===== src/rtl/core/wsfp_pkg.sv =====
// ----------------------------------------------------------------------------
// wsfp_pkg
// Shared constants and types for the WebSocket frame parser.
// ----------------------------------------------------------------------------
package wsfp_pkg;

	localparam logic [2:0] PH_HDR0    = 3'd0;
	localparam logic [2:0] PH_HDR1    = 3'd1;
	localparam logic [2:0] PH_EXTLEN  = 3'd2;
	localparam logic [2:0] PH_MASK    = 3'd3;
	localparam logic [2:0] PH_PAYLOAD = 3'd4;
	localparam logic [2:0] PH_CLOSED  = 3'd5;

	localparam logic [3:0] OPC_TEXT   = 4'd1;
	localparam logic [3:0] OPC_BINARY = 4'd2;
	localparam logic [3:0] OPC_CLOSE  = 4'd8;

	localparam logic [6:0] LEN_EXT16  = 7'd126;
	localparam logic [6:0] LEN_EXT64  = 7'd127;
	localparam logic [3:0] EXT16_BYTES = 4'd2;
	localparam logic [3:0] EXT64_BYTES = 4'd8;

	localparam logic EV_DATA  = 1'b0;
	localparam logic EV_CLOSE = 1'b1;

	typedef struct packed {
		logic       event_kind;
		logic [7:0] payload_byte;
		logic       is_binary;
		logic       last_of_frame;
	} wsfp_result_t;

endpackage


===== src/rtl/core/websocket_frame_parser.sv =====
// ----------------------------------------------------------------------------
// websocket_frame_parser
// Receive-side WebSocket frame parser: one byte per word in, unmasked payload
// bytes and a close event out.
//
// Channel  Dir  Word                 tuser                         tlast
// s_       in   tdata[7:0] rx_byte   -                             -
// m_       out  tdata[7:0] payload   [0] event_kind [1] is_binary  last_of_frame
//
// One byte per cycle sustained while the output is not stalled; input register,
// decode, result register: each decoded result word is registered in the output buffer.
// Reset clears the frame state to expect a first header byte.
// s_tready depends only on local registers; a stalled output fills the skid
// stage, then the input register, then s_tready drops.
// ----------------------------------------------------------------------------
module websocket_frame_parser import wsfp_pkg::*; (
	input  logic       clk,
	input  logic       arst_n,
	input  logic       s_tvalid,
	output logic       s_tready,
	input  logic [7:0] s_tdata,   // [7:0] rx_byte
	output logic       m_tvalid,
	input  logic       m_tready,
	output logic [7:0] m_tdata,   // [7:0] payload_byte
	output logic [1:0] m_tuser,   // [0] event_kind, [1] is_binary
	output logic       m_tlast
);

	logic         valid_s1;
	logic [7:0]   byte_s1;
	logic         space;
	logic         step;
	logic         res_valid;
	wsfp_result_t res;
	wsfp_result_t m_data;

	assign step     = valid_s1 && space;
	assign s_tready = !valid_s1 || space;

	always_ff @(posedge clk or negedge arst_n) begin
		if (!arst_n) begin
			valid_s1 <= 1'b0;
		end else if (s_tvalid && s_tready) begin
			valid_s1 <= 1'b1;
		end else if (step) begin
			valid_s1 <= 1'b0;
		end
	end

	always_ff @(posedge clk) begin
		if (s_tvalid && s_tready) begin
			byte_s1 <= s_tdata;
		end
	end

	wsfp_parse u_parse (
		.clk       (clk),
		.arst_n    (arst_n),
		.step      (step),
		.byte_s1   (byte_s1),
		.res_valid (res_valid),
		.res       (res)
	);

	wsfp_out_buf u_out (
		.clk      (clk),
		.arst_n   (arst_n),
		.wr       (res_valid),
		.wr_data  (res),
		.space    (space),
		.m_tvalid (m_tvalid),
		.m_tready (m_tready),
		.m_data   (m_data)
	);

	assign m_tdata = m_data.payload_byte;
	assign m_tuser = {m_data.is_binary, m_data.event_kind};
	assign m_tlast = m_data.last_of_frame;

endmodule


===== src/rtl/core/wsfp_parse.sv =====
// ----------------------------------------------------------------------------
// wsfp_parse
// Frame state and per-byte decode: header, extended length, mask key, payload.
// ----------------------------------------------------------------------------
module wsfp_parse import wsfp_pkg::*; (
	input  logic         clk,
	input  logic         arst_n,
	input  logic         step,
	input  logic [7:0]   byte_s1,
	output logic         res_valid,
	output wsfp_result_t res
);

	logic [2:0]  phase_q, phase_d;
	logic [3:0]  opcode_q, opcode_d;
	logic        masked_q, masked_d;
	logic [3:0]  ext_cnt_q, ext_cnt_d;
	logic [63:0] rem_q, rem_d;
	logic [31:0] key_q, key_d;
	logic [1:0]  idx_q, idx_d;

	logic [63:0] rem_shift;
	logic [63:0] rem_dec;
	logic [3:0]  ext_cnt_dec;
	logic [1:0]  idx_inc;
	logic [7:0]  key_byte;
	logic [6:0]  len7;
	logic        data_frame;
	logic        emit;

	assign rem_shift   = {rem_q[55:0], byte_s1};
	assign rem_dec     = rem_q - 64'd1;
	assign ext_cnt_dec = ext_cnt_q - 4'd1;
	assign idx_inc     = idx_q + 2'd1;
	assign key_byte    = key_q[{~idx_q, 3'b000} +: 8];
	assign len7        = byte_s1[6:0];
	assign data_frame  = (opcode_q == OPC_TEXT) || (opcode_q == OPC_BINARY);

	always_comb begin
		phase_d   = phase_q;
		opcode_d  = opcode_q;
		masked_d  = masked_q;
		ext_cnt_d = ext_cnt_q;
		rem_d     = rem_q;
		key_d     = key_q;
		idx_d     = idx_q;
		emit      = 1'b0;
		res       = '0;
		unique case (phase_q)
			PH_CLOSED: begin
			end
			PH_HDR1: begin
				masked_d = byte_s1[7];
				if (len7 == LEN_EXT16) begin
					ext_cnt_d = EXT16_BYTES;
					rem_d     = '0;
					phase_d   = PH_EXTLEN;
				end else if (len7 == LEN_EXT64) begin
					ext_cnt_d = EXT64_BYTES;
					rem_d     = '0;
					phase_d   = PH_EXTLEN;
				end else begin
					ext_cnt_d = '0;
					rem_d     = {57'd0, len7};
					idx_d     = '0;
					if (byte_s1[7]) begin
						phase_d = PH_MASK;
					end else if (len7 != 7'd0) begin
						phase_d = PH_PAYLOAD;
					end else if (opcode_q == OPC_CLOSE) begin
						emit             = 1'b1;
						res.event_kind   = EV_CLOSE;
						phase_d          = PH_CLOSED;
					end else begin
						phase_d = PH_HDR0;
					end
				end
			end
			PH_EXTLEN: begin
				rem_d     = rem_shift;
				ext_cnt_d = ext_cnt_dec;
				if (ext_cnt_dec == 4'd0) begin
					idx_d = '0;
					if (masked_q) begin
						phase_d = PH_MASK;
					end else if (rem_shift != 64'd0) begin
						phase_d = PH_PAYLOAD;
					end else if (opcode_q == OPC_CLOSE) begin
						emit           = 1'b1;
						res.event_kind = EV_CLOSE;
						phase_d        = PH_CLOSED;
					end else begin
						phase_d = PH_HDR0;
					end
				end
			end
			PH_MASK: begin
				key_d = {key_q[23:0], byte_s1};
				idx_d = idx_inc;
				if (idx_inc == 2'd0) begin
					if (rem_q != 64'd0) begin
						phase_d = PH_PAYLOAD;
					end else if (opcode_q == OPC_CLOSE) begin
						emit           = 1'b1;
						res.event_kind = EV_CLOSE;
						phase_d        = PH_CLOSED;
					end else begin
						phase_d = PH_HDR0;
					end
				end
			end
			PH_PAYLOAD: begin
				idx_d = idx_inc;
				rem_d = rem_dec;
				if (data_frame) begin
					emit              = 1'b1;
					res.event_kind    = EV_DATA;
					res.payload_byte  = masked_q ? (byte_s1 ^ key_byte) : byte_s1;
					res.is_binary     = (opcode_q == OPC_BINARY);
					res.last_of_frame = (rem_dec == 64'd0);
					if (rem_dec == 64'd0) begin
						phase_d = PH_HDR0;
					end
				end else if (rem_dec == 64'd0) begin
					if (opcode_q == OPC_CLOSE) begin
						emit           = 1'b1;
						res.event_kind = EV_CLOSE;
						phase_d        = PH_CLOSED;
					end else begin
						phase_d = PH_HDR0;
					end
				end
			end
			default: begin
				opcode_d = byte_s1[3:0];
				phase_d  = PH_HDR1;
			end
		endcase
	end

	assign res_valid = step && emit;

	always_ff @(posedge clk or negedge arst_n) begin
		if (!arst_n) begin
			phase_q   <= PH_HDR0;
			opcode_q  <= '0;
			masked_q  <= 1'b0;
			ext_cnt_q <= '0;
			rem_q     <= '0;
			key_q     <= '0;
			idx_q     <= '0;
		end else if (step) begin
			phase_q   <= phase_d;
			opcode_q  <= opcode_d;
			masked_q  <= masked_d;
			ext_cnt_q <= ext_cnt_d;
			rem_q     <= rem_d;
			key_q     <= key_d;
			idx_q     <= idx_d;
		end
	end

	a_close_sticks: assert property (@(posedge clk) disable iff (!arst_n)
		phase_q == PH_CLOSED |=> phase_q == PH_CLOSED)
		else $error("left closed phase");

	a_close_enters: assert property (@(posedge clk) disable iff (!arst_n)
		res_valid && res.event_kind == EV_CLOSE |=> phase_q == PH_CLOSED)
		else $error("close event without closed phase");

	a_data_in_payload: assert property (@(posedge clk) disable iff (!arst_n)
		res_valid && res.event_kind == EV_DATA |-> phase_q == PH_PAYLOAD && data_frame)
		else $error("data word outside payload of data frame");

	a_close_fields: assert property (@(posedge clk) disable iff (!arst_n)
		res_valid && res.event_kind == EV_CLOSE
		|-> res.payload_byte == 8'd0 && !res.is_binary && !res.last_of_frame)
		else $error("close event carries payload fields");

endmodule


===== src/rtl/core/wsfp_out_buf.sv =====
// ----------------------------------------------------------------------------
// wsfp_out_buf
// Output register with skid stage; space flag does not depend on m_tready.
// ----------------------------------------------------------------------------
module wsfp_out_buf import wsfp_pkg::*; (
	input  logic         clk,
	input  logic         arst_n,
	input  logic         wr,
	input  wsfp_result_t wr_data,
	output logic         space,
	output logic         m_tvalid,
	input  logic         m_tready,
	output wsfp_result_t m_data
);

	logic         main_valid_q;
	logic         skid_valid_q;
	wsfp_result_t main_q;
	wsfp_result_t skid_q;
	logic         drain;

	assign space    = !skid_valid_q;
	assign m_tvalid = main_valid_q;
	assign m_data   = main_q;
	assign drain    = main_valid_q && m_tready;

	always_ff @(posedge clk or negedge arst_n) begin
		if (!arst_n) begin
			main_valid_q <= 1'b0;
			skid_valid_q <= 1'b0;
		end else begin
			if (skid_valid_q) begin
				if (drain) begin
					skid_valid_q <= 1'b0;
				end
			end else if (wr) begin
				if (main_valid_q && !m_tready) begin
					skid_valid_q <= 1'b1;
				end else begin
					main_valid_q <= 1'b1;
				end
			end else if (drain) begin
				main_valid_q <= 1'b0;
			end
		end
	end

	always_ff @(posedge clk) begin
		if (skid_valid_q) begin
			if (drain) begin
				main_q <= skid_q;
			end
		end else if (wr) begin
			if (main_valid_q && !m_tready) begin
				skid_q <= wr_data;
			end else begin
				main_q <= wr_data;
			end
		end
	end

	a_skid_behind_main: assert property (@(posedge clk) disable iff (!arst_n)
		skid_valid_q |-> main_valid_q)
		else $error("skid full while output register empty");

	a_no_write_when_full: assert property (@(posedge clk) disable iff (!arst_n)
		wr |-> space)
		else $error("write into full output buffer");

endmodule

===== config.mk =====
export PLATFORM = sky130hd
export DESIGN_NAME = websocket_frame_parser
export DESIGN_NICKNAME = d
export VERILOG_FILES = /design/src/rtl/core/wsfp_pkg.sv /design/src/rtl/core/websocket_frame_parser.sv /design/src/rtl/core/wsfp_parse.sv /design/src/rtl/core/wsfp_out_buf.sv
export SDC_FILE = /design/constraint.sdc
export NUM_CORES = 1
export LEC_CHECK = 0
export ABC_AREA = 0
export BUFFER_PORTS_ARGS = -buffer_cell sky130_fd_sc_hd__buf_2
export CELL_PAD_IN_SITES_DETAIL_PLACEMENT = 1
export CELL_PAD_IN_SITES_GLOBAL_PLACEMENT = 2
export CORE_UTILIZATION = 41
export DETAILED_ROUTE_END_ITERATION = 8
export GPL_TIMING_DRIVEN = 0
export PLACE_DENSITY_LB_ADDON = 0.1
export SLEW_MARGIN = 15
export SYNTH_ARGS = -nofsm -noshare
export SYNTH_HDL_FRONTEND = slang
export SYNTH_HIERARCHICAL = 1
export SYNTH_SLANG_ARGS = --single-unit

===== constraint.sdc =====
create_clock -name clk -period 6.13 [get_ports clk]
set_input_delay 0.613 -clock clk [delete_from_list [all_inputs] [get_ports clk]]
set_output_delay 0.613 -clock clk [all_outputs]
set_load 0.03 [all_outputs]

==> results of run 1 <==
## path summary, 6_finish.rpt
kind                                                     from  slack [ns]                             to
max in group asynchronous                              arst_n        5.29  u_parse/rem_q[25]$_DFFE_PN0P_
worst max register to register   u_parse/rem_q[1]$_DFFE_PN0P_        0.52      u_out/m_data[3]$_DFFE_PP_
min in group clk                                   s_tdata[6]        0.35           byte_s1[6]$_DFFE_PP_
worst max-delay path             u_parse/rem_q[1]$_DFFE_PN0P_        0.52      u_out/m_data[3]$_DFFE_PP_
worst min register to register  u_parse/key_q[31]$_DFFE_PN0P_        0.51  u_parse/key_q[31]$_DFFE_PN0P_
worst min-delay path                                   arst_n        0.11   u_out/skid_valid_q$_DFF_PN0_
## cells by family after synthesis
group,share of synthesized area
AO/OA/AOI/OAI,0.168
XOR/XNOR,0.0419
adder cells (fa/ha/maj),0.00730
buffers and inverters,0.0405
flip-flops,0.435
multiplexers,0.0901
AND/OR/NAND/NOR,0.217
## metrics by stage
step | worst slack, ns | power, W | util | cell area [µm²]
finish | 0.523 | 0.00213 | 0.476 | 9690
global placement | 0.741 | 0.00101 | 0.443 | 9020
CTS | 0.654 | 0.00215 | 0.476 | 9690
global route | 0.269 | 0.00218 | 0.476 | 9690
floorplan | 1.73 | 0.000987 | - | 8570
detailed placement | 0.670 | 0.00101 | 0.445 | 9060
## per-layer routing
metal / part of all wire / vias up
met5: 0 / -
met4: 0.017 / 0
met3: 0.052 / 51
met2: 0.46 / 238
met1: 0.47 / 3901
li1: - / 3481
## layout by cell type, fill, tap and decap left out, types with 6 or more instances in the layout
master       n
buf_2       26
or3_1        8
edfxtp_1    30
xor2_1      18
nand4_1      6
nand3_1     20
nand2b_1     8
nor3_1      42
nor4_2       6
or4_1       11
inv_1       17
a32oi_1     15
nor2_1     122
nor4_1      21
mux2_2      45
a21oi_1     49
dfrtp_1    113
o22ai_1      7
nand2_1     54
xnor2_1     23
clkbuf_1    55
o21ai_0    119
clkbuf_16   18
a22oi_1     26
mux4_2       8
## layout make-up
class,instances,area [µm²]
Fill cell,2358,10700
Multi-Input combinational cell,696,4490
Sequential cell,143,3730
Clock buffer,18,450
Tap cell,270,338
Buffer,63,279
Clock inverter,14,186
Timing Repair Buffer,25,154
Inverter,18,67.6
## registers in the layout, indices dropped and copies added, names as in the netlist
register,count
byte_s1,8
u_parse/idx_q,2
u_out/skid_q,11
valid_s1,1
u_parse/phase_q,3
u_out/m_data,11
u_parse/ext_cnt_q,4
u_out/m_tvalid,1
u_out/skid_valid_q,1
u_parse/rem_q,64
u_parse/key_q,32
u_parse/masked_q,1
u_parse/opcode_q,4
## power by group through the flow
| stage | logic, W | registers [W] | clock network, W |
|---|---|---|---|
| floorplan | 0.000000175 | 0.000987 | 0 |
| global placement | 0.0000191 | 0.000987 | 0 |
| detailed placement | 0.0000231 | 0.000987 | 0 |
| CTS | 0.0000231 | 0.000968 | 0.00116 |
| global route | 0.0000251 | 0.000968 | 0.00119 |
| finish | 0.0000216 | 0.000968 | 0.00114 |
==> impl_results.md, run 1 <==
- Post-synth cell types: 75
- Total CTS buffers: 17
- RSZ-0062 raised after global routing: no
- WHS: 0.109 ns
- Final Max Slew Viols: 0
- PwrDens: around 220 mW/mm²
- CTS H-Tree Depth: 4
- Hold Buf Count CTS: 0
- Max-Cap Viols: 0
- GRT overflow: 0
- Reg power frac: 0.455
- Dpl hpwl: ~22,000 µm
- Largest net degree at the start of global routing: ~70
- Post-synthesis sequential area ratio: 0.435
- Die Y: 147 µm
- Global-route wire length before repair: 48,600 µm
- Post-route insts no fill: roughly 1,200
- GR Util met2: 0.463
- Total internal power: between 0.0015 and 0.002 W
- GR peak layer: met2
- CTS tree: built
- Crit Path Class: flop to flop
- Drt total wl: 30,500 µm
- Diode count: 0
- Critical Path Max Stage Delay: 0.96 ns
- Post CTS Setup Buffer Count: 0
- Via count: 7,671
- Post-cts sizing count: 0
- Port Buffers: 24
- Largest fanout on the critical path: 11
- Mean Syn Cell Area: around 9.3 µm²
- Synth-to-Final Area Change: 13.2%
- Met3 Usage GRT: 0.0497
- Ys Warns: 6
- Io pins: 25
- Clk Latency, worst-skew pair: about 0.44 ns
- Share of Yosys cell area claimed by the top area cell type: 0.330
- Initial DRC Count: between 600 and 700
- Layout cell share with drive strength beyond 1: 0.154
- Fin crit share: 0.915
- Worst min path class: input port to async pin
- Post-synth EDFFs: 30
- Cell Rows: 52
- Setup-failing EPs final: 0
- Clk slew on worst S/H paths: ~0.070 ns
- Post-synth top cells: nor2_1, o21ai_0, dfrtp_1
- ANT nets after route: 0
- Die X-Extent: 147 µm
- Minimum clock period: ~5.6 ns
- Total track usage: 0.298
- Async S/R FF share, synth: 0.790
- Core box area: 0.0204 mm²
- VDD IR max: between 0.00015 and 0.0002 V
- CTS Buffer Depth: 2
- # nets final: between 900 and 1,000
- Switching share of power: 0.240
- Leak Pwr: 4.12 nW
- Startpoint types: flop
- P_sw: a little over 0.0005 W
- Top FF cell, synth: dfrtp_1
- Max Freq: around 180 MHz
- CP Data Required Time: approximately 6.2 ns
- Slowest stage cell, crit path: nor4_1
- Crit. path cell count: 12
- Met1 global-route usage: 0.422
- Syn_nets: between 900 and 1,000
- Post-Place Cells: approximately 1,200
- Worst Path Buf+Inv: 1
- Clock power frac: 0.535
- CP top delay family: simple AND/OR/NAND/NOR gates
- Setup TNS: 0 ns
- Worst slew pin tran: about 1.0 ns
- DR pass1 iterations: 5
- Gpl congestion: ~0.9
- DR WL/cell: 24.5 µm
- Worst Reg-to-Reg Cells: 12
- Worst EP arrival: between 5 and 6 ns
- Final Hold Violating Endpoints: 0
- Combinational share of power: 0.010
- Status: complete, no violations
- Clock root buffer: clkbuf_16
- Crit path cell chain: inv_1 -> ha_1 -> nor3b_2 -> nand4_2 -> nor4_1 -> nand3b_1 -> xor2_1 -> nand4_1 -> nor4_2 -> nand3_1 -> a32oi_1 -> o22a_1
- DR vias/cell: approximately 6.2
- Vias in the first global route: 8,124
- Yosys top cell by area: dfrtp_1
- FF+latch count, synth: approximately 140
- Critical Path End Type: flop
- Syn Inst Count: between 900 and 1,000
- Setup Skew: 0.0120 ns
- Slew margin rel.: 0.315
- Leading post-synthesis cells by cell area: dfrtp_1, edfxtp_1, o21ai_0, mux2_2, nor2_1
- Drt drc: 0
- Synthesized area: about 0.0086 mm²
- Antenna violations before repair: 0
- Initial Util: 0.421
- Clk sinks: 143
- Cell with the most instances after synthesis: nor2_1
- Die ar.: 0.0215 mm²
(Power assumes the default switching activity.)
==> run 2, diff against run 1 <==
--- a/config.mk
+++ b/config.mk
@@ -10,9 +10,11 @@
 export CELL_PAD_IN_SITES_DETAIL_PLACEMENT = 1
 export CELL_PAD_IN_SITES_GLOBAL_PLACEMENT = 2
 export CORE_UTILIZATION = 41
+export CTS_CLUSTER_DIAMETER = 150
 export DETAILED_ROUTE_END_ITERATION = 8
 export GPL_TIMING_DRIVEN = 0
 export PLACE_DENSITY_LB_ADDON = 0.1
+export REMOVE_ABC_BUFFERS = 1
 export SLEW_MARGIN = 15
 export SYNTH_ARGS = -nofsm -noshare
 export SYNTH_HDL_FRONTEND = slang
==> run 2 against run 1 <==
- count of clock-buffer cells in the layout grew 2
- total power decreased by 3.1%
- fmax increased by 3.3%
- highest routed layer unchanged
- die area stayed put
- critical path type unchanged
- critical endpoint is now u_out/m_data[0]$_DFFE_PP_
- critical path depth unchanged
- clock skew rose by 0.0036 ns
- via count down 5.8%
==> impl_results.md, run 2 (synthesis gave the netlist of run 1 again) <==
- Clk Latency, worst-skew pair: between 0.4 and 0.5 ns
- Largest register FFs: 64
- Crit path cell chain: inv_1 -> ha_1 -> nor3b_2 -> nand4_2 -> nor4_1 -> nand3b_1 -> xor2_1 -> nand4_1 -> nor4_2 -> nand3_1 -> a32oi_1 -> o22a_1
- # nets final: just over 900
- Gpl congestion: a little over 0.8
- Minimum clock period: 5.43 ns
- Initial DRC Count: ~470
- Largest net degree at the start of global routing: 77
- Leak Pwr: 4.07 nW
- Fillers: approximately 2,300
- Setup Skew: between 0.015 and 0.02 ns
- Startpoint types: flop
- Cell Rows: 52
- Cell Area, Placed: between 0.008 and 0.009 mm²
- VDD IR max: 0.000143 V
- Worst min path class: input port to async pin
- Diode count: 0
- Core box area: 0.0204 mm²
- Io pins: 25
- Critical Path Max Stage Delay: around 0.89 ns
- Global-route wire length before repair: about 42,000 µm
- Largest fanout on the critical path: 11
- CP Data Required Time: a little over 6 ns
- Crit Path Class: flop to flop
- Worst R2R End: u_out/m_data[0]$_DFFE_PP_
- Drt drc: 0
- CTS Buffer Depth: 2
- Most common cell after layout, fill and taps aside: nor2_1
- Overall power: 0.00206 W
- DR WL/cell: roughly 22 µm
- DR pass1 iterations: 5
- Max-Cap Viols: 0
- Total CTS buffers: 17
- Vias in the first global route: between 7,000 and 8,000
- Post-cts sizing count: 0
- Worst slew pin tran: about 0.94 ns
- Worst Path Buf+Inv: 1
- Critical R2R Launch: u_parse/rem_q[0]$_DFFE_PN0P_
- Initial Util: 0.421
- CTS H-Tree Depth: 4
- Largest Register: u_parse/rem_q
- Fin crit share: 0.886
- Worst Reg-to-Reg Cells: 12
- Die X-Extent: between 100 and 150 µm
- Critical Path End Type: flop
- CP top delay family: simple AND/OR/NAND/NOR gates
- Setup crit start: u_parse/rem_q[0]$_DFFE_PN0P_
- Status: complete, no violations
- Setup-failing EPs final: 0
- DR vias/cell: 6.07
- Max Freq: around 180 MHz
- Die ar.: 0.0215 mm²
- Hold Buf Count CTS: 0
- Dpl hpwl: about 18,000 µm
- Drt total wl: about 26,000 µm
- Most frequent cells in the layout: nor2_1, o21ai_0, dfrtp_1, nand2_1, a21oi_1
- Slew margin rel.: 0.365
- RSZ-0062 raised after global routing: no
- Final Max Slew Viols: 0
- Die Y: between 100 and 150 µm
- Largest registers: u_parse/rem_q x64, u_parse/key_q x32
- Clk slew on worst S/H paths: around 0.07 ns
- Post-route design area: 0.00959 mm²
- Slowest stage cell, crit path: nor4_1
- Final Hold Violating Endpoints: 0
- Port Buffers: 24
- Synth-to-Final Area Change: 12.0%
- GRT overflow: 0
- CP Capture Point: u_out/m_data[0]$_DFFE_PP_
- CTS tree: built
- Clock root buffer: clkbuf_16
- Crit. path cell count: 12
- Clk sinks: approximately 140
- PwrDens: 215 mW/mm²
- Layout cell share with drive strength beyond 1: 0.165
- Post CTS Setup Buffer Count: 0
- ANT nets after route: 0
- Antenna violations before repair: 0
- Total track usage: 0.251
- R2r setup slk: about 0.70 ns
- Worst EP arrival: between 5 and 6 ns
- Via count: roughly 7,200
-- run 2: cell types whose count changed in the layout (fill, tap and decap cells not counted), moves of 3 or more --
| cell | previous run | this run |
|---|---|---|
| inv_8 | 3 | 0 |
| buf_2 | 26 | 23 |
| buf_6 | 4 | 1 |
| inv_6 | 5 | 2 |
| clkbuf_1 | 55 | 3 |
| buf_16 | 1 | 6 |
-- run 2: how the worst min path moves through the flow --
stage,to,slack (ns)
CTS,u_out/m_tvalid$_DFFE_PN0P_,0.09
detailed placement,u_parse/key_q[25]$_DFFE_PN0P_,0.50
global route,u_out/m_tvalid$_DFFE_PN0P_,0.1
global placement,u_parse/key_q[25]$_DFFE_PN0P_,0.48
floorplan,u_out/m_tvalid$_DFFE_PN0P_,0.32
finish,u_out/m_tvalid$_DFFE_PN0P_,0.08
-- run 2: stage by stage --
step | util | instances | hold slack, ns | TNS, ns | setup slack [ns]
floorplan | - | 857 | 0.317 | -68.07 | -1.24
global placement | 0.429 | 1151 | 0.482 | -395.30 | -5.38
detailed placement | 0.442 | 1159 | 0.497 | 0 | 0.743
CTS | 0.471 | 1191 | 0.0913 | 0 | 0.742
global route | 0.471 | 1191 | 0.0963 | 0 | 0.378
finish | 0.471 | 1191 | 0.0785 | 0 | 0.702
-- run 2: per-layer routing --
layer	vias up	track usage	share of wire	wire, µm
li1	3359	-	-	-
met1	3725	0.361	0.49	12600
met2	124	0.396	0.47	12100
met3	20	0.0406	0.031	789
met4	0	0.0599	0.011	289
met5	-	0	0	0
-- run 2: layout make-up --
type / instances / area [µm²] / area share
multi-input cells: 696 / 4530 / 0.472
well taps: 270 / 338 / 0.0352
inverters: 18 / 67.6 / 0.00704
clock inverters: 12 / 161 / 0.0168
repair buffers: 32 / 332 / 0.0346
flip-flops and latches: 143 / 3730 / 0.389
clock buffers: 20 / 437 / 0.0455
-- run 2: worst register-to-register path: cells and delay by family, from the launching register on --
family	cells	cell delay, ns
flops	1	0.47
buf+inv	1	0.14
fa+ha+maj	1	0.28
xor+xnor	1	0.28
simple gates	7	2.95
compound gates	2	0.94
-- run 2: power by group --
part           switching, W  internal, W  leakage, nW
Combinational     0.0000164   0.00000483         1.89
Clock              0.000429     0.000643        0.281
Sequential                0     0.000969         1.90
==> run 3, diff against run 2 <==
--- a/config.mk
+++ b/config.mk
@@ -5,11 +5,11 @@
 export SDC_FILE = /design/constraint.sdc
 export NUM_CORES = 1
 export LEC_CHECK = 0
-export ABC_AREA = 0
+export ABC_AREA = 1
 export BUFFER_PORTS_ARGS = -buffer_cell sky130_fd_sc_hd__buf_2
 export CELL_PAD_IN_SITES_DETAIL_PLACEMENT = 1
 export CELL_PAD_IN_SITES_GLOBAL_PLACEMENT = 2
-export CORE_UTILIZATION = 41
+export CORE_UTILIZATION = 36
 export CTS_CLUSTER_DIAMETER = 150
 export DETAILED_ROUTE_END_ITERATION = 8
 export GPL_TIMING_DRIVEN = 0
==> run 3 against run 2 <==
- first-iteration DRC count rose by 7.0%
- largest power group is now combinational logic
- sequential cell count did not move
- count of clock-buffer cells in the layout fell by 3
- sequential share of layout area fell by 2.2 points
==> impl_results.md, run 3 <==
- Overall power: between 0.004 and 0.005 W
- Global-route wire length before repair: about 50,000 µm
- Drt drc: 0
- Minimum clock period: between 4 and 5 ns
- Die X-Extent: approximately 160 µm
- Clk sinks: between 100 and 150
- Clk Latency, worst-skew pair: 0.43 ns
- Final Hold Violating Endpoints: 0
- # nets final: 1,325
- Setup TNS: 0 ns
- Fin crit share: 0.738
- Switching share of power: 0.469
- Initial Util: 0.370
- Drt total wl: 30,100 µm
- Dpl hpwl: 22,200 µm
- ANT nets after route: 0
- Fillers: 3,134
- Worst slew pin tran: between 1 and 1.5 ns
- Largest Register: u_parse/rem_q
- Worst min path class: input port to async pin
- PwrDens: 482 mW/mm²
- Worst EP arrival: about 4.8 ns
- Critical Path End Type: flop
- Die Y: approximately 160 µm
- Clock root buffer: clkbuf_16
- Initial DRC Count: around 500
- Max Freq: approximately 220 MHz
- Synth-to-Final Area Change: 12.3%
- Crit Path Class: flop to flop
- DR WL/cell: about 18 µm
- CTS H-Tree Depth: 4
- Leak Pwr: ~4.6 nW
- Port Buffers: 24
- Largest registers: u_parse/rem_q x64, u_parse/key_q x32
- Setup Skew: 0.0133 ns
- Core box area: around 0.024 mm²
- Layout cell share with drive strength beyond 1: 0.0802
- Largest fanout on the critical path: 63
- Post-synth cell types: 42
- Hold Buf Count CTS: 0
- FF+latch count, synth: 143
- Yosys top cell by area: dfrtp_1
- P_sw: between 0.002 and 0.0025 W
- Async S/R FF share, synth: 0.790
- Cell with the most instances after synthesis: nand2_1
- CP Data Required Time: 6.40 ns
- Max-Cap Viols: 0
- GRT overflow: 0
- Antenna violations before repair: 0
- Total track usage: 0.245
- CTS tree: built
- Via count: roughly 8,600
- Post-route insts no fill: approximately 1,600
- Post-synth EDFFs: 30
- Post-synth top cells: nand2_1, nor2_1, inv_1
- Slew margin rel.: 0.279
- Combinational share of power: 0.408
- Vias in the first global route: roughly 8,900
- Mean Syn Cell Area: ~7 µm²
- Setup-failing EPs final: 0
- Post CTS Setup Buffer Count: 0
- Total internal power: around 0.0026 W
- Post-synthesis sequential area ratio: 0.412
- DR pass1 iterations: 4
- VDD IR max: 0.000201 V
- Cell Rows: 57
- Total CTS buffers: 17
- CTS Buffer Depth: 2
- Reg power frac: 0.372
- Share of Yosys cell area claimed by the top area cell type: 0.312
- Most frequent cells in the layout: nand2_1, nor2_1, inv_1, dfrtp_1, a21oi_1
- Io pins: 25
- Syn Inst Count: approximately 1,300
- Post-cts sizing count: 0
- DR vias/cell: approximately 5.3
- Post-Place Cells: roughly 1,600
- Leading post-synthesis cells by cell area: dfrtp_1, nand2_1, edfxtp_1, nor2_1, inv_1
- Gpl congestion: between 0.8 and 0.9
- Clock power frac: 0.220
- Diode count: 0
- RSZ-0062 raised after global routing: no
- Most common cell after layout, fill and taps aside: nand2_1
- Die ar.: about 0.026 mm²
- Top FF cell, synth: dfrtp_1
- Status: complete, no violations
- Largest net degree at the start of global routing: 64
- Largest register FFs: between 60 and 70
- Final Max Slew Viols: 0
- Synthesized area: about 0.009 mm²
- Startpoint types: flop
- Ys Warns: 6
- Clk slew on worst S/H paths: around 0.080 ns
==> run 3: path summary, 6_finish.rpt <==
kind,depth (start not counted),startpoint,slack [ns],endpoint
worst max-delay path,9,u_parse/phase_q[0]$_DFFE_PN0P_,1.60,u_parse/rem_q[43]$_DFFE_PN0P_
worst min-delay path,1,arst_n,0.14,u_parse/rem_q[63]$_DFFE_PN0P_
worst max register to register,9,u_parse/phase_q[0]$_DFFE_PN0P_,1.60,u_parse/rem_q[43]$_DFFE_PN0P_
worst min register to register,2,u_parse/key_q[16]$_DFFE_PN0P_,0.49,u_parse/key_q[16]$_DFFE_PN0P_
max in group asynchronous,2,arst_n,5.23,u_parse/rem_q[5]$_DFFE_PN0P_
min in group clk,1,s_tdata[1],0.35,byte_s1[1]$_DFFE_PP_
==> run 3: power by group through the flow <==
stage,sequential (W),combinational (W),clock (W)
3_3_place_gp,0.00183,0.00197,0
3_5_place_dp,0.00183,0.00200,0
6_report,0.00182,0.00200,0.00108
4_1_cts,0.00182,0.00201,0.00111
5_1_grt,0.00188,0.00230,0.00114
2_1_floorplan,0.00165,0.00147,0
==> run 3: routing by layer <==
layer	track usage	wire length, µm
met4	0.0567	362
met1	0.348	14900
met3	0.0305	849
met5	0	0
met2	0.395	13900
==> run 3: critical path, stage by stage, from the launching register on <==
cell and delay [ns]:
dfrtp_1 0.46, nor3_2 0.68, buf_4 0.33, buf_4 0.22, clkinv_1 0.63, nand3_1 0.42, nand2_4 0.43, inv_1 0.71
o21ai_0 0.26, a2bb2oi_1 0.19
==> run 3: cells by family (layout without fill, tap and decap cells) <==
group	count (synthesis)	count (layout)	share of synthesized area
compound gates	253	253	0.159
buf+inv	184	207	0.0796
simple gates	703	703	0.333
fa+ha+maj	5	5	0.00691
flops	143	143	0.412
xor+xnor	10	10	0.00968
==> run 3: cell type report <==
cell class                 count  area, µm²  share of cell area
multi-input combinational    971       4620               0.455
timing repair buffer          34        279              0.0274
sequential                   143       3730               0.367
inverter                     141        529              0.0520
clock inverter                15        176              0.0173
clock buffer                  17        425              0.0418
tap                          324        405              0.0399
==> run 3: per-stage QoR <==
stage	setup WS, ns	hold WS [ns]	instance area (µm²)	util
2_1_floorplan	-1.57	0.317	8860	-
3_3_place_gp	-9.29	0.466	9390	0.384
3_5_place_dp	1.57	0.474	9570	0.391
4_1_cts	1.55	0.162	10200	0.416
5_1_grt	1.25	0.178	10200	0.416
6_report	1.60	0.143	10200	0.416
